==> src/rtl/core/sps_pkg.sv <==
`default_nettype none
// ----------------------------------------------------------------------------
// sps_pkg
// Shared types, constants and helpers of the stream pattern substitute block.
// ----------------------------------------------------------------------------
package sps_pkg;

   localparam int PATTERN_MAX = 8;
   localparam int REPL_MAX    = 8;
   localparam int HOLD_DEPTH  = 8;
   localparam int ADDR_W      = 3;
   localparam int LEN_W       = 4;
   localparam int BYTE_W      = 8;
   localparam int WORD_W      = 64;
   localparam int CSR_IDX_W   = 2;

   localparam logic [BYTE_W-1:0] NEWLINE = 8'h0A;

   localparam logic [CSR_IDX_W-1:0] CSR_PATTERN_BYTES      = 2'd0;
   localparam logic [CSR_IDX_W-1:0] CSR_PATTERN_LENGTH     = 2'd1;
   localparam logic [CSR_IDX_W-1:0] CSR_REPLACEMENT_BYTES  = 2'd2;
   localparam logic [CSR_IDX_W-1:0] CSR_REPLACEMENT_LENGTH = 2'd3;

   typedef struct packed {
      logic [WORD_W-1:0] pattern_bytes;
      logic [LEN_W-1:0]  pattern_length;
      logic [WORD_W-1:0] replacement_bytes;
      logic [LEN_W-1:0]  replacement_length;
   } cfg_type;

   typedef struct packed {
      logic [BYTE_W-1:0] out_byte;
      logic              run_last;
      logic              stream_done;
   } result_type;

   typedef struct packed {
      logic       valid;
      result_type res;
   } push_type;

   function automatic logic [BYTE_W-1:0] byte_of(input logic [WORD_W-1:0] word,
                                                 input logic [ADDR_W-1:0] idx);
      byte_of = word[{idx, 3'b000} +: BYTE_W];
   endfunction

endpackage
`default_nettype wire

==> src/rtl/core/stream_pattern_substitute.sv <==
`default_nettype none
// ----------------------------------------------------------------------------
// stream_pattern_substitute
// Byte stream find-and-replace with held prefix bytes kept in a small memory.
// ----------------------------------------------------------------------------
// sequence: accept, scan of the held and new bytes, one decide step, then
//   a memory read and a push per released byte and a push per replacement byte
// throughput: one request at a time; requests stall until the current byte's
//   scan, release and replacement are done
// reset: synchronous; configuration zero, nothing held, output register empty;
//   the held-byte memory is not cleared
module stream_pattern_substitute (
   input  wire logic                            clock,
   input  wire logic                            reset,
   input  wire logic                            req_valid,
   output logic                                 req_stall,
   input  wire logic [sps_pkg::BYTE_W-1:0]      req_in_byte,
   input  wire logic                            req_stream_end,
   output logic                                 rsp_valid,
   input  wire logic                            rsp_stall,
   output logic [sps_pkg::BYTE_W-1:0]           rsp_out_byte,
   output logic                                 rsp_run_last,
   output logic                                 rsp_stream_done,
   input  wire logic                            csr_wr_en,
   input  wire logic [sps_pkg::CSR_IDX_W-1:0]   csr_index,
   input  wire logic [sps_pkg::WORD_W-1:0]      csr_wr_data
);

   sps_pkg::cfg_type  cfg;
   sps_pkg::push_type push;
   logic              out_free;

   sps_csr u_csr (
      .clock       (clock),
      .reset       (reset),
      .csr_wr_en   (csr_wr_en),
      .csr_index   (csr_index),
      .csr_wr_data (csr_wr_data),
      .cfg         (cfg)
   );

   sps_ctrl u_ctrl (
      .clock          (clock),
      .reset          (reset),
      .req_valid      (req_valid),
      .req_stall      (req_stall),
      .req_in_byte    (req_in_byte),
      .req_stream_end (req_stream_end),
      .cfg            (cfg),
      .out_free       (out_free),
      .push           (push)
   );

   sps_out_stage u_out (
      .clock           (clock),
      .reset           (reset),
      .push            (push),
      .out_free        (out_free),
      .rsp_valid       (rsp_valid),
      .rsp_stall       (rsp_stall),
      .rsp_out_byte    (rsp_out_byte),
      .rsp_run_last    (rsp_run_last),
      .rsp_stream_done (rsp_stream_done)
   );

endmodule
`default_nettype wire

==> src/rtl/core/sps_csr.sv <==
`default_nettype none
// ----------------------------------------------------------------------------
// sps_csr
// Configuration registers; lengths are clamped to their maximum.
// ----------------------------------------------------------------------------
module sps_csr (
   input  wire logic                              clock,
   input  wire logic                              reset,
   input  wire logic                              csr_wr_en,
   input  wire logic [sps_pkg::CSR_IDX_W-1:0]     csr_index,
   input  wire logic [sps_pkg::WORD_W-1:0]        csr_wr_data,
   output sps_pkg::cfg_type                       cfg
);

   logic [sps_pkg::WORD_W-1:0] pattern_bytes_ff, pattern_bytes_in;
   logic [sps_pkg::LEN_W-1:0]  pattern_length_ff, pattern_length_in;
   logic [sps_pkg::WORD_W-1:0] replacement_bytes_ff, replacement_bytes_in;
   logic [sps_pkg::LEN_W-1:0]  replacement_length_ff, replacement_length_in;

   always_comb begin
      pattern_bytes_in      = pattern_bytes_ff;
      pattern_length_in     = pattern_length_ff;
      replacement_bytes_in  = replacement_bytes_ff;
      replacement_length_in = replacement_length_ff;
      if (csr_wr_en) begin
         unique case (csr_index)
            sps_pkg::CSR_PATTERN_BYTES: begin
               pattern_bytes_in = csr_wr_data;
            end
            sps_pkg::CSR_PATTERN_LENGTH: begin
               pattern_length_in = csr_wr_data[sps_pkg::LEN_W-1:0];
            end
            sps_pkg::CSR_REPLACEMENT_BYTES: begin
               replacement_bytes_in = csr_wr_data;
            end
            sps_pkg::CSR_REPLACEMENT_LENGTH: begin
               replacement_length_in = csr_wr_data[sps_pkg::LEN_W-1:0];
            end
         endcase
      end
   end

   always_ff @(posedge clock) begin
      if (reset) begin
         pattern_bytes_ff      <= '0;
         pattern_length_ff     <= '0;
         replacement_bytes_ff  <= '0;
         replacement_length_ff <= '0;
      end else begin
         pattern_bytes_ff      <= pattern_bytes_in;
         pattern_length_ff     <= pattern_length_in;
         replacement_bytes_ff  <= replacement_bytes_in;
         replacement_length_ff <= replacement_length_in;
      end
   end

   always_comb begin
      cfg.pattern_bytes     = pattern_bytes_ff;
      cfg.replacement_bytes = replacement_bytes_ff;
      cfg.pattern_length    = (pattern_length_ff > sps_pkg::LEN_W'(sps_pkg::PATTERN_MAX)) ?
                              sps_pkg::LEN_W'(sps_pkg::PATTERN_MAX) : pattern_length_ff;
      cfg.replacement_length = (replacement_length_ff > sps_pkg::LEN_W'(sps_pkg::REPL_MAX)) ?
                               sps_pkg::LEN_W'(sps_pkg::REPL_MAX) : replacement_length_ff;
   end

endmodule
`default_nettype wire

==> src/rtl/core/sps_out_stage.sv <==
`default_nettype none
// ----------------------------------------------------------------------------
// sps_out_stage
// Output register of the result channel; frees itself when taken.
// ----------------------------------------------------------------------------
module sps_out_stage (
   input  wire logic                         clock,
   input  wire logic                         reset,
   input  wire sps_pkg::push_type            push,
   output logic                              out_free,
   output logic                              rsp_valid,
   input  wire logic                         rsp_stall,
   output logic [sps_pkg::BYTE_W-1:0]        rsp_out_byte,
   output logic                              rsp_run_last,
   output logic                              rsp_stream_done
);

   logic                vld_ff, vld_in;
   sps_pkg::result_type res_ff;

   assign out_free = !vld_ff || !rsp_stall;
   assign vld_in   = push.valid || (vld_ff && rsp_stall);

   always_ff @(posedge clock) begin
      if (reset) begin
         vld_ff <= 1'b0;
      end else begin
         vld_ff <= vld_in;
      end
   end

   always_ff @(posedge clock) begin
      if (push.valid) begin
         res_ff <= push.res;
      end
   end

   assign rsp_valid       = vld_ff;
   assign rsp_out_byte    = res_ff.out_byte;
   assign rsp_run_last    = res_ff.run_last;
   assign rsp_stream_done = res_ff.stream_done;

endmodule
`default_nettype wire

==> src/rtl/core/sps_ctrl.sv <==
`default_nettype none
// ----------------------------------------------------------------------------
// sps_ctrl
// Held-byte memory and sequencer: scans held bytes for the first start that
// is still a pattern prefix, then emits released bytes and replacements.
// ----------------------------------------------------------------------------
module sps_ctrl (
   input  wire logic                         clock,
   input  wire logic                         reset,
   input  wire logic                         req_valid,
   output logic                              req_stall,
   input  wire logic [sps_pkg::BYTE_W-1:0]   req_in_byte,
   input  wire logic                         req_stream_end,
   input  wire sps_pkg::cfg_type             cfg,
   input  wire logic                         out_free,
   output sps_pkg::push_type                 push
);

   typedef enum logic [5:0] {
      ST_IDLE      = 6'b000001,
      ST_SCAN      = 6'b000010,
      ST_DECIDE    = 6'b000100,
      ST_EMIT_RD   = 6'b001000,
      ST_EMIT_WAIT = 6'b010000,
      ST_REPL      = 6'b100000
   } state_type;

   localparam int AW = sps_pkg::ADDR_W;
   localparam int LW = sps_pkg::LEN_W;
   localparam int HD = sps_pkg::HOLD_DEPTH;

   state_type state_ff, state_in;
   logic [AW-1:0] head_ff, head_in;
   logic [LW-1:0] cnt_ff, cnt_in;
   logic          end_ff, end_in;
   logic          nl_ff, nl_in;
   logic [LW-1:0] rd_idx_ff, rd_idx_in;
   logic          rd_vld_ff, rd_vld_in;
   logic [AW-1:0] rd_pos_ff, rd_pos_in;
   logic [HD-1:0] alive_ff, alive_in;
   logic [LW-1:0] emit_n_ff, emit_n_in;
   logic [LW-1:0] repl_n_ff, repl_n_in;
   logic [LW-1:0] keep_n_ff, keep_n_in;
   logic [LW-1:0] ep_ff, ep_in;
   logic [LW-1:0] rp_ff, rp_in;

   // held-byte memory
   logic [sps_pkg::BYTE_W-1:0] hold_mem [HD];
   logic [sps_pkg::BYTE_W-1:0] mem_rdata_ff;
   logic                       mem_we;
   logic                       mem_re;
   logic [AW-1:0]              mem_waddr;
   logic [AW-1:0]              mem_raddr;

   always_ff @(posedge clock) begin
      if (mem_we) begin
         hold_mem[mem_waddr] <= req_in_byte;
      end
      if (mem_re) begin
         mem_rdata_ff <= hold_mem[mem_raddr];
      end
   end

   assign mem_waddr = head_ff + cnt_ff[AW-1:0];

   // per-start prefix tracking
   logic [HD-1:0] alive_upd;
   always_comb begin
      logic [AW-1:0] diff;
      diff = '0;
      for (int s = 0; s < HD; s++) begin
         diff = rd_pos_ff - AW'(s);
         if (AW'(s) <= rd_pos_ff) begin
            alive_upd[s] = alive_ff[s] && ({1'b0, diff} < cfg.pattern_length) &&
                           (mem_rdata_ff == sps_pkg::byte_of(cfg.pattern_bytes, diff));
         end else begin
            alive_upd[s] = alive_ff[s];
         end
      end
   end

   // first start that is still a prefix
   logic          found;
   logic [LW-1:0] sstar;
   always_comb begin
      found = 1'b0;
      sstar = cnt_ff;
      for (int s = 0; s < HD; s++) begin
         if (!found && (LW'(s) < cnt_ff) && alive_ff[s]) begin
            found = 1'b1;
            sstar = LW'(s);
         end
      end
   end

   logic          match;
   logic          flush;
   logic [LW-1:0] emit_calc;
   logic [LW-1:0] repl_calc;
   logic [LW-1:0] keep_calc;
   logic          last_mem;
   logic          last_repl;
   logic          scan_last;

   assign match     = found && ((cnt_ff - sstar) == cfg.pattern_length);
   assign flush     = nl_ff || end_ff;
   assign emit_calc = (flush && !match) ? cnt_ff : sstar;
   assign repl_calc = match ? cfg.replacement_length : '0;
   assign keep_calc = (match || flush) ? '0 : (cnt_ff - sstar);
   assign last_mem  = (ep_ff == (emit_n_ff - LW'(1)));
   assign last_repl = (rp_ff == (repl_n_ff - LW'(1)));
   assign scan_last = ({1'b0, rd_pos_ff} == (cnt_ff - LW'(1)));

   assign req_stall = (state_ff != ST_IDLE);

   always_comb begin
      state_in  = state_ff;
      head_in   = head_ff;
      cnt_in    = cnt_ff;
      end_in    = end_ff;
      nl_in     = nl_ff;
      rd_idx_in = rd_idx_ff;
      rd_vld_in = rd_vld_ff;
      rd_pos_in = rd_pos_ff;
      alive_in  = alive_ff;
      emit_n_in = emit_n_ff;
      repl_n_in = repl_n_ff;
      keep_n_in = keep_n_ff;
      ep_in     = ep_ff;
      rp_in     = rp_ff;
      mem_we    = 1'b0;
      mem_re    = 1'b0;
      mem_raddr = head_ff + rd_idx_ff[AW-1:0];
      push      = '0;
      unique case (state_ff)
         ST_IDLE: begin
            if (req_valid) begin
               mem_we    = 1'b1;
               cnt_in    = cnt_ff + LW'(1);
               end_in    = req_stream_end;
               nl_in     = (req_in_byte == sps_pkg::NEWLINE);
               rd_idx_in = '0;
               rd_vld_in = 1'b0;
               alive_in  = '1;
               state_in  = ST_SCAN;
            end
         end
         ST_SCAN: begin
            rd_vld_in = 1'b0;
            if (rd_idx_ff < cnt_ff) begin
               mem_re    = 1'b1;
               mem_raddr = head_ff + rd_idx_ff[AW-1:0];
               rd_idx_in = rd_idx_ff + LW'(1);
               rd_vld_in = 1'b1;
               rd_pos_in = rd_idx_ff[AW-1:0];
            end
            if (rd_vld_ff) begin
               alive_in = alive_upd;
               if (scan_last) begin
                  state_in = ST_DECIDE;
               end
            end
         end
         ST_DECIDE: begin
            emit_n_in = emit_calc;
            repl_n_in = repl_calc;
            keep_n_in = keep_calc;
            ep_in     = '0;
            rp_in     = '0;
            if (emit_calc != '0) begin
               state_in = ST_EMIT_RD;
            end else if (repl_calc != '0) begin
               state_in = ST_REPL;
            end else begin
               head_in  = head_ff + emit_calc[AW-1:0];
               cnt_in   = keep_calc;
               state_in = ST_IDLE;
            end
         end
         ST_EMIT_RD: begin
            mem_re    = 1'b1;
            mem_raddr = head_ff + ep_ff[AW-1:0];
            state_in  = ST_EMIT_WAIT;
         end
         ST_EMIT_WAIT: begin
            if (out_free) begin
               push.valid           = 1'b1;
               push.res.out_byte    = mem_rdata_ff;
               push.res.run_last    = last_mem && (repl_n_ff == '0);
               push.res.stream_done = last_mem && (repl_n_ff == '0) && end_ff;
               ep_in = ep_ff + LW'(1);
               if (!last_mem) begin
                  state_in = ST_EMIT_RD;
               end else if (repl_n_ff != '0) begin
                  state_in = ST_REPL;
               end else begin
                  head_in  = head_ff + emit_n_ff[AW-1:0];
                  cnt_in   = keep_n_ff;
                  state_in = ST_IDLE;
               end
            end
         end
         ST_REPL: begin
            if (out_free) begin
               push.valid           = 1'b1;
               push.res.out_byte    = sps_pkg::byte_of(cfg.replacement_bytes, rp_ff[AW-1:0]);
               push.res.run_last    = last_repl;
               push.res.stream_done = last_repl && end_ff;
               rp_in = rp_ff + LW'(1);
               if (last_repl) begin
                  head_in  = head_ff + emit_n_ff[AW-1:0];
                  cnt_in   = keep_n_ff;
                  state_in = ST_IDLE;
               end
            end
         end
         default: begin
            state_in = ST_IDLE;
         end
      endcase
   end

   always_ff @(posedge clock) begin
      if (reset) begin
         state_ff  <= ST_IDLE;
         head_ff   <= '0;
         cnt_ff    <= '0;
         rd_vld_ff <= 1'b0;
      end else begin
         state_ff  <= state_in;
         head_ff   <= head_in;
         cnt_ff    <= cnt_in;
         rd_vld_ff <= rd_vld_in;
      end
   end

   always_ff @(posedge clock) begin
      end_ff    <= end_in;
      nl_ff     <= nl_in;
      rd_idx_ff <= rd_idx_in;
      rd_pos_ff <= rd_pos_in;
      alive_ff  <= alive_in;
      emit_n_ff <= emit_n_in;
      repl_n_ff <= repl_n_in;
      keep_n_ff <= keep_n_in;
      ep_ff     <= ep_in;
      rp_ff     <= rp_in;
   end

   a_hold_bound: assert property (@(posedge clock) disable iff (reset)
      state_ff == ST_IDLE |-> cnt_ff < LW'(sps_pkg::PATTERN_MAX))
      else $error("held count exceeds pattern room");

   a_push_free: assert property (@(posedge clock) disable iff (reset)
      push.valid |-> out_free)
      else $error("result pushed into a busy output register");

   a_accept_scan: assert property (@(posedge clock) disable iff (reset)
      (state_ff == ST_IDLE && req_valid) |=> (state_ff == ST_SCAN && cnt_ff != '0))
      else $error("accepted request did not start a scan");

   a_read_pos: assert property (@(posedge clock) disable iff (reset)
      rd_vld_ff |-> ({1'b0, rd_pos_ff} < cnt_ff))
      else $error("scan read beyond held bytes");

endmodule
`default_nettype wire

==> config.mk <==
export PLATFORM = sky130hd
export DESIGN_NAME = stream_pattern_substitute
export DESIGN_NICKNAME = d
export VERILOG_FILES = /design/src/rtl/core/sps_pkg.sv /design/src/rtl/core/stream_pattern_substitute.sv /design/src/rtl/core/sps_csr.sv /design/src/rtl/core/sps_out_stage.sv /design/src/rtl/core/sps_ctrl.sv
export SDC_FILE = /design/constraint.sdc
export NUM_CORES = 1
export LEC_CHECK = 0
export BUFFER_PORTS_ARGS = -buffer_cell sky130_fd_sc_hd__clkbuf_2
export CELL_PAD_IN_SITES_DETAIL_PLACEMENT = 0
export CELL_PAD_IN_SITES_GLOBAL_PLACEMENT = 1
export CORE_UTILIZATION = 40
export CTS_CLUSTER_DIAMETER = 150
export DETAILED_ROUTE_END_ITERATION = 12
export PLACE_DENSITY = 0.72
export SETUP_SLACK_MARGIN = 0.15
export SYNTH_ARGS = -nofsm -noshare
export SYNTH_HDL_FRONTEND = slang
export SYNTH_SLANG_ARGS = --single-unit
==> constraint.sdc <==
create_clock -name clock -period 15.3 [get_ports clock]
set_input_delay 1.53 -clock clock [delete_from_list [all_inputs] [get_ports clock]]
set_output_delay 1.53 -clock clock [all_outputs]
set_load 0.01 [all_outputs]
==> run summary, run 1 <==
largest net degree at the start of global routing = 96
FP Rows = 70
CTS Buf Count = 29
Worst EP required = 15.78 ns
IO Port Bufs = 91
CTS Hold Bufs = 0
Worst Path Max Fanout = 10
Slew HR = 27.2%
final setup fails = 0
starting density of the core = 41.1%
DP Worst Slack = 8.91 ns
max-slew violations = 0
drt wl/cell = 20.9 um
post-route minimum period = 6.41 ns
WL final = 42.1 mm
Post-CTS Setup Bufs = 0
DR vias/cell = 5.59
Cells after Synth = 1444
Startpoint Class = register
Leak = 0.00623 uW
Global Route Usage Sum = 22.3%
HPWL after DPL = 31.0 mm
Worst Tran Pin Value = 1.09 ns
antenna violations before repair = 0
Crit. End Element = register
Layout Nets = 1616
most common flop cell mapped by yosys = dfxtp_1
Avg Cell Area, Syn = 10.5 sq um
later-pin clock latency in the skew report = 0.59 ns
clk slew on worst S/H paths = 0.07 ns
core footprint = 37000 sq um
Max Clock Freq = 0.156 GHz
PnR worst setup slack = 8.89 ns
min-delay worst type = reg2reg
H-tree depth = 1
share of cells above drive strength 1 = 18.7%
Post-route DRC = 0
Pwr Density = 137 nW/um^2
antenna fix cells = 0
RSZ-0062 raised after global routing = no
vias in the first global route = 11100
Seq/Total Area, Yosys = 43.5%
Vias = 11300
global-route wire length before repair = 66.3 mm
synth top area cells = edfxtp_1 (24%), dfxtp_1 (20%), mux4_2 (14%), nand2_1 (7.3%), mux2i_1 (5.4%)
clock buffer depth = 3
DR iter-0 viols = 880
io pins = 92
Crit path arrival time = 6.89 ns
Post-synth EDFFs = 119
status = complete, no violations
Synth warnings = 0
post-synthesis register bit count = 270
global placement routability congestion = 0.896
fin crit share = 41.9%
cell area after synthesis = 15200 sq um
Synth top area share = 23.5%
setup_tns = 0 ns
Die Wd = 197 um
Crit Path Category = reg2reg
GRT overflow = 0
clock skew = 0.0135 ns
Max Cap Viol = 0
Unique masters post-synth = 70
CTS-repair resized insts = 0
root cell of the clock tree = clkbuf_16
area growth from synthesis to layout = 13.1%
DRT antenna net count = 0
die area = 38700 sq um
Synth area leader = edfxtp_1
First-pass DRT Iterations = 5
Post-Syn Nets = 1571
number of clock sinks = 270
R2R Setup Slk = 8.89 ns
Async SR Flop Fraction = 0%
Die Ht = 197 um
Worst VDD drop = 0.000103 V
CTS tree = yes
Fin. Hold Viols = 0
sequential cells by signal, summed over array words and instances, names as in the netlist, 4 cells and up:
register	count
u_ctrl.repl_n_ff	4
u_ctrl.mem_rdata_ff	8
u_ctrl.emit_n_ff	4
u_ctrl.state_ff	6
u_ctrl.hold_mem	64
u_ctrl.alive_ff	8
u_csr.pattern_length_ff	4
u_ctrl.keep_n_ff	4
u_ctrl.rd_idx_ff	4
u_csr.pattern_bytes_ff	64
u_csr.replacement_length_ff	4
u_ctrl.cnt_ff	4
u_csr.replacement_bytes_ff	64
u_ctrl.rp_ff	4
u_ctrl.ep_ff	4
u_out.rsp_out_byte	8
area by class of cell:
cell class | instances | area, sq um
fill | 3537 | 19800
multi-input combinational | 1047 | 8120
inverter | 34 | 128
clock inverter | 21 | 337
tap | 504 | 631
sequential | 270 | 6600
timing repair buffer | 107 | 578
clock buffer | 33 | 783
cells in the final DEF, fill, tap and decap left out, types with 17 or more instances in the layout:
| cell type | netlist | layout |
|---|---|---|
| nand2_1 | 295 | 295 |
| a21oi_1 | 163 | 163 |
| ha_1 | 43 | 43 |
| buf_4 | 0 | 17 |
| o21ai_0 | 29 | 29 |
| xor2_1 | 49 | 49 |
| xnor2_1 | 50 | 50 |
| clkbuf_16 | 0 | 31 |
| dfxtp_1 | 151 | 151 |
| nor2_1 | 58 | 57 |
| mux2i_1 | 82 | 82 |
| nand3_1 | 18 | 18 |
| mux4_2 | 96 | 96 |
| clkbuf_2 | 0 | 90 |
| edfxtp_1 | 119 | 119 |
| inv_1 | 30 | 30 |
metal layers:
metal | up-vias | global-route usage [%] | wire, um
li1 | 5321 | - | -
met1 | 5623 | 31.4 | 19200
met2 | 278 | 36.2 | 19900
met3 | 53 | 2.72 | 2010
met4 | 0 | 5.89 | 907
met5 | - | 0 | 0
synth_stat cells (20+ instances only):
| cell type | instances |
|---|---|
| a21oi_1 | 163 |
| mux4_2 | 96 |
| dfxtp_1 | 151 |
| buf_1 | 20 |
| nor2_1 | 58 |
| mux2i_1 | 82 |
| edfxtp_1 | 119 |
| xor2_1 | 49 |
| xnor2_1 | 50 |
| clkbuf_1 | 70 |
| inv_1 | 30 |
| ha_1 | 43 |
| nand2_1 | 295 |
| o21ai_0 | 29 |
report_power, final:
group          leakage [uW]  internal, uW  switching [uW]
Combinational       0.00338           283             394
Clock              0.000546           506             314
Sequential          0.00231           810            53.4
Total               0.00623          1600             761
per-stage QoR:
step	utilization, %	hold slack, ns	cells	total power (uW)	cell area [sq um]
3_3_place_gp	43.4	0.439	1962	1540	16000
6_report	46.5	0.452	2016	2360	17200
3_5_place_dp	43.4	0.444	1962	1550	16000
5_1_grt	46.5	0.466	2016	2480	17200
4_1_cts	46.5	0.452	2016	2370	17200
2_1_floorplan	-	0.433	1444	1370	15200
kinds of logic after synthesis:
family,share of synthesized area (%)
buffers and inverters,3.17
DFF,43.5
adders and majority gates,4.07
and+or+nand+nor,13.1
AOI/OAI and AO/OA,9.85
muxes,20.5
xor gates and xnor gates,5.82
critical path, cell delays in order, from the launching register on:
cell and delay, ns:
dfxtp_1 0.65, inv_1 0.24, ha_1 0.28, nor2_1 0.17, o21a_1 0.21, nor2_1 0.05, a221oi_1 0.57, ha_1 0.28
inv_1 0.06, fa_1 0.52, xor2_1 0.18, or4b_4 0.50, a31oi_4 0.26, a21boi_1 0.38, nor2_1 0.16, mux2_2 0.30
nor2_1 0.04, a21oi_1 0.16, ha_1 0.18, inv_1 0.05, fa_1 0.37, xnor2_1 0.15, a211oi_2 0.20, mux2_1 0.33
final timing paths:
path | from | endpoint | depth (start not counted)
setup / recovery | u_ctrl.cnt_ff[1] | u_ctrl.head_ff[2] | 23
hold / removal | u_csr.replacement_bytes_ff[29] | u_csr.replacement_bytes_ff[29] | 2
setup reg to reg | u_ctrl.cnt_ff[1] | u_ctrl.head_ff[2] | 23
hold reg to reg | u_csr.replacement_bytes_ff[29] | u_csr.replacement_bytes_ff[29] | 2
(Power assumes the default switching activity.)
==> inputs of run 2 (changes only) <==
PLACE_DENSITY = 0.74   (was 0.72)
clock period = 5.7 ns   (was 15.3 ns; I/O delays follow)
==> run 2 against run 1 <==
Die area is the same. First-iteration DRC count grew 0.11%. Largest cell class unchanged. Highest routed layer unchanged. Flip-flop and latch count is the same. Cell area shrank 0.61%. Critical endpoint unchanged. Worst hold slack lost 0.29 ns.
==> run summary, run 2 (synthesis gave the netlist of run 1 again) <==
status = complete, no violations
worst hold path startpoint = req_stream_end
Post-route DRC = 0 (unchanged)
Layout Nets = 1625 (+0.56%)
clk slew on worst S/H paths = 0.06 ns (about the same)
FP Rows = 70 (unchanged)
largest net degree at the start of global routing = 87 (-9.4%)
Leak = 0.00619 uW (-0.65%)
CTS Hold Bufs = 0 (unchanged)
DR iter-0 viols = 881 (+0.11%)
CTS Buf Count = 31 (+6.9%)
max-slew violations = 0 (unchanged)
WL final = 41.5 mm (-1.4%)
CTS tree = yes
Crit. End Element = register
Crit Path Category = reg2reg
DR vias/cell = 5.57 (-0.39%)
biggest regs = u_csr.pattern_bytes_ff: 64 flops, u_csr.replacement_bytes_ff: 64 flops, u_ctrl.hold_mem: 64 flops
Max Clock Freq = 0.189 GHz (+21%)
r2r endpoint = u_ctrl.head_ff[2]
total power = 6090 uW (+160%)
post-route minimum period = 5.28 ns (-1.13 ns)
core footprint = 37000 sq um (unchanged)
DRT antenna net count = 0 (unchanged)
Worst VDD drop = 0.000275 V (+170%)
R2R Setup Slk = 0.42 ns (-8.47 ns)
HPWL after DPL = 30.6 mm (-1.4%)
Cells after DPL = 1969 (+0.36%)
Fin. Hold Viols = 0 (unchanged)
First-pass DRT Iterations = 5 (unchanged)
Pwr Density = 357 nW/um^2 (+160%)
Post-CTS Setup Bufs = 0 (unchanged)
Die Ht = 197 um (unchanged)
vias in the first global route = 11000 (-0.80%)
clock buffer depth = 3 (unchanged)
commonest non-fill, non-tap cell in the layout = nand2_1
worst reg2reg path startpoint = u_ctrl.alive_ff[2]
Worst EP required = 6.17 ns (-9.61 ns)
area growth from synthesis to layout = 12.4%
io pins = 92 (unchanged)
later-pin clock latency in the skew report = 0.59 ns (about the same)
die area = 38700 sq um (unchanged)
setup_tns = 0 ns (unchanged)
Post-Route Utilization = 46.2% (-0.28 points)
Worst Reg-to-Reg Cells = 21 (-8.7%)
Startpoint Class = register
Worst Tran Pin Value = 1.03 ns (-0.0631 ns)
min-delay worst type = in2reg
Crit path arrival time = 5.75 ns (-1.14 ns)
fin crit share = 92.6% (+51 points)
starting density of the core = 41.1% (unchanged)
worst hold margin = 0.166 ns (-0.286 ns)
Max Cap Viol = 0 (unchanged)
hold path depth = 1 (-1)
GRT overflow = 0 (unchanged)
most frequent cells in the layout = nand2_1 (294), a21oi_1 (163), dfxtp_1 (151), edfxtp_1 (119), mux4_2 (96)
antenna violations before repair = 0 (unchanged)
global placement routability congestion = 0.876 (-2.3%)
Hold Path End = u_ctrl.end_ff
share of cells above drive strength 1 = 19.2% (+0.55 points)
Layout Cells excl Fill = 2025 (+0.45%)
Vias = 11300 (+0.053%)
Global Route Usage Sum = 21.7% (-0.55 points)
Slew HR = 31.4% (+4.2 points)
H-tree depth = 1 (unchanged)
clock skew = 0.0206 ns (+0.00710 ns)
root cell of the clock tree = clkbuf_16
number of clock sinks = 270 (unchanged)
global-route wire length before repair = 64.9 mm (-2.1%)
Worst Path Max Fanout = 6 (-4)
final setup fails = 0 (unchanged)
antenna fix cells = 0 (unchanged)
Die Wd = 197 um (unchanged)
IO Port Bufs = 91 (unchanged)
RSZ-0062 raised after global routing = no
drt wl/cell = 20.5 um (-1.8%)
run 2: cell types whose count changed in the layout (fill, tap and decap cells not counted), sizes merged:
cell and change:
bufinv -7, clkbuf +1, clkinv +8, clkinvlp -1, buf +7, inv +1
run 2: how the worst max path moves through the flow:
stage / start / endpoint / slack (ns)
finish: u_ctrl.alive_ff[2] / u_ctrl.head_ff[2] / 0.42
floorplan: u_ctrl.cnt_ff[1] / u_ctrl.head_ff[2] / 0.33
detailed placement: u_ctrl.cnt_ff[1] / u_ctrl.head_ff[2] / 0.17
CTS: u_ctrl.cnt_ff[1] / u_ctrl.head_ff[2] / 0.26
global route: u_ctrl.cnt_ff[1] / u_ctrl.head_ff[2] / 0.16
global placement: u_ctrl.cnt_ff[0] / u_ctrl.head_ff[2] / 0.18
run 2: critical path, cell delays in order, from the launching register on:
cell and delay, ns:
edfxtp_1 0.45, o22ai_1 0.19, nand2_2 0.12, o311a_1 0.38, a221oi_2 0.32, ha_2 0.24, inv_1 0.05, fa_2 0.59
xor2_1 0.08, or4b_4 0.50, a31oi_4 0.23, a21boi_2 0.21, nor2_1 0.10, mux2_2 0.29, nor2_1 0.04, a21oi_1 0.13
ha_1 0.15, inv_1 0.05, fa_1 0.37, xnor2_1 0.15, a211oi_2 0.20, mux2_1 0.34
run 2: repair_timing:
action | CTS | global route
setup endpoints to repair | 1 | 1
gates resized for setup | 1 | 7
pin swaps | 0 | 2
hold endpoints to repair | 0 | 0
run 2: layout make-up:
cell class | count | area [sq um]
Fill cell | 3570 | 19900
Multi-Input combinational cell | 1047 | 8130
Sequential cell | 270 | 6600
Clock buffer | 34 | 787
Timing Repair Buffer | 114 | 631
Tap cell | 504 | 631
Clock inverter | 22 | 159
Inverter | 34 | 128
run 2: power breakdown:
| part | switching, uW | leakage, uW | total, uW | internal (uW) |
|---|---|---|---|---|
| registers | 112 | 0.00231 | 2290 | 2180 |
| logic | 1110 | 0.00341 | 1930 | 819 |
| clock network | 829 | 0.000473 | 1870 | 1050 |
run 2: stage by stage:
step	area, sq um	setup WS, ns
after global routing	17100	0.165
after detailed placement	16100	0.168
final	17100	0.421
after floorplan	15200	0.332
after CTS	17000	0.258
after global placement	16100	0.182
run 2: metal layers:
layer | track usage (%) | wire (um) | vias up
li1 | - | - | 5341
met1 | 31.2 | 19300 | 5624
met2 | 35.3 | 19800 | 271
met3 | 2.28 | 1720 | 45
met4 | 4.88 | 749 | 0
met5 | 0 | 0 | -
==> inputs of run 3 (changes only) <==
==> constraint.sdc (replaced) <==
create_clock -name clock -period 5.7 [get_ports clock]
set_input_delay 0.285 -clock clock [delete_from_list [all_inputs] [get_ports clock]]
set_output_delay 0.285 -clock clock [all_outputs]
set_load 0.01 [all_outputs]
==> run 3 against run 2 <==
Fmax up 0.21%. Total power up 0.52%. Non-clock buffer count up 65. Largest cell class unchanged. Combinational power about the same. Flip-flop and latch count unchanged. Global-route usage up 0.24 points. Worst hold slack worse by 0.14 ns. Sequential power about the same. Clock power about the same. Utilization up 1.8 points. Register-to-register slack about the same. Cell area up 3.8%.
==> run summary, run 3 (synthesis gave the netlist of run 1 again) <==
final setup fails = 0 (unchanged)
DR vias/cell = 5.53 (-0.72%)
antenna violations before repair = 0 (unchanged)
root cell of the clock tree = clkbuf_16
total power = 6120 uW (+0.52%)
Layout Nets = 1690 (+4.0%)
Vias = 11600 (+2.5%)
starting density of the core = 41.1% (unchanged)
io pins = 92 (unchanged)
most frequent cells in the layout = nand2_1 (294), a21oi_1 (163), dfxtp_1 (151), edfxtp_1 (119), mux4_2 (96)
Max Clock Freq = 0.190 GHz (+0.21%)
HPWL after DPL = 30.6 mm (unchanged)
number of clock sinks = 270 (unchanged)
CTS tree = yes
commonest non-fill, non-tap cell in the layout = nand2_1
biggest regs = u_csr.pattern_bytes_ff: 64 flops, u_csr.replacement_bytes_ff: 64 flops, u_ctrl.hold_mem: 64 flops
WL final = 42.0 mm (+1.2%)
die area = 38700 sq um (unchanged)
drt wl/cell = 20.1 um (-2.0%)
CTS Buf Count = 31 (unchanged)
largest net degree at the start of global routing = 87 (unchanged)
Die Wd = 197 um (unchanged)
Fin. Hold Viols = 0 (unchanged)
vias in the first global route = 11300 (+3.0%)
worst reg2reg path startpoint = u_ctrl.alive_ff[2]
DRT antenna net count = 0 (unchanged)
later-pin clock latency in the skew report = 0.59 ns (about the same)
Post-route DRC = 0 (unchanged)
Die Ht = 197 um (unchanged)
First-pass DRT Iterations = 5 (unchanged)
core footprint = 37000 sq um (unchanged)
GRT overflow = 0 (unchanged)
DR iter-0 viols = 955 (+8.4%)
clk slew on worst S/H paths = 0.06 ns (about the same)
fill cell count = 3503 (-1.9%)
R2R Setup Slk = 0.43 ns (about the same)
Max Cap Viol = 0 (unchanged)
status = complete, no violations
clock skew = 0.0189 ns (-0.00170 ns)
Crit path arrival time = 5.74 ns (about the same)
Post-Route Utilization = 47.9% (+1.8 points)
Worst Setup SP = u_ctrl.alive_ff[2]
RSZ-0062 raised after global routing = no
Crit. End Element = register
global placement routability congestion = 0.876 (unchanged)
Post-CTS Setup Bufs = 0 (unchanged)
Global Route Usage Sum = 22.0% (+0.24 points)
max-slew violations = 0 (unchanged)
Worst EP required = 6.17 ns (about the same)
worst hold path startpoint = req_in_byte[3]
area growth from synthesis to layout = 16.7%
IO Port Bufs = 91 (unchanged)
fin crit share = 92.4% (-0.19 points)
post-route minimum period = 5.27 ns (-0.0109 ns)
clock buffer depth = 3 (unchanged)
Worst Tran Pin Value = 1.05 ns (+0.0249 ns)
Pwr Density = 346 nW/um^2 (-3.2%)
Startpoint Class = register
share of cells above drive strength 1 = 18.4% (-0.79 points)
H-tree depth = 1 (unchanged)
FP Rows = 70 (unchanged)
antenna fix cells = 0 (unchanged)
Crit Path Category = reg2reg
Worst Path Max Fanout = 6 (unchanged)
global-route wire length before repair = 65.9 mm (+1.5%)
Slew HR = 29.7% (-1.7 points)
Worst VDD drop = 0.000275 V (about the same)
min-delay worst type = in2reg
setup_tns = 0 ns (unchanged)
Leak = 0.00647 uW (+4.4%)
[run 3: critical path, cell delays in order, from the launching register on]
cell and delay [ns]:
edfxtp_1 0.45, o22ai_1 0.19, nand2_2 0.13, o311a_1 0.38, a221oi_2 0.31, ha_2 0.24
inv_1 0.05, fa_2 0.59, xor2_1 0.08, or4b_4 0.50, a31oi_4 0.23, a21boi_2 0.21
nor2_1 0.10, mux2_2 0.29, nor2_1 0.04, a21oi_1 0.13, ha_1 0.15, inv_1 0.05
fa_1 0.37, xnor2_1 0.15, a211oi_2 0.20, mux2_1 0.34
[run 3: report_power, final]
group / switching [uW] / leakage, uW / internal, uW / total [uW]
Clock: 831 / 0.000473 / 1050 / 1880
Combinational: 1110 / 0.00368 / 847 / 1960
Sequential: 111 / 0.00231 / 2180 / 2290
Total: 2050 / 0.00647 / 4070 / 6120
[run 3: path summary, 6_finish.rpt]
kind / to / cells after the start
setup / recovery: u_ctrl.head_ff[2] / 21
hold / removal: u_ctrl.hold_mem[0][3] / 1
hold reg to reg: u_csr.replacement_bytes_ff[21] / 2
setup reg to reg: u_ctrl.head_ff[2] / 21
[run 3: cell type report]
class / instances / area, sq um / area share, %
well taps: 504 / 631 / 3.56
repair buffers: 179 / 1280 / 7.23
clock buffers: 34 / 787 / 4.44
inverters: 34 / 128 / 0.720
multi-input cells: 1047 / 8130 / 45.9
flip-flops and latches: 270 / 6600 / 37.2
clock inverters: 22 / 159 / 0.897
[run 3: timing repair]
action                                 4_1_cts  5_1_grt
hold buffers                                65        0
gates resized for setup                      1        7
setup endpoints to repair                    1        1
endpoints found under the hold margin      158        0
pin swaps                                    0        2
[run 3: through the flow]
step           cells  setup slack (ns)  hold slack, ns  area (sq um)
2_1_floorplan   1444             0.332           0.384         15200
3_3_place_gp    1969             0.182           0.440         16100
4_1_cts         2090             0.258         0.00161         17700
5_1_grt         2090             0.165         0.00269         17700
6_report        2090             0.432          0.0245         17700
3_5_place_dp    1969             0.168           0.444         16100
[run 3: per-layer routing]
metal	track usage [%]	routed length, um	up-vias	part of all wire (%)
li1	-	-	5467	-
met1	31.2	19300	5748	46
met2	36.0	20200	297	48
met3	2.16	1710	47	4.1
met4	5.20	807	0	1.9
met5	0	0	-	0
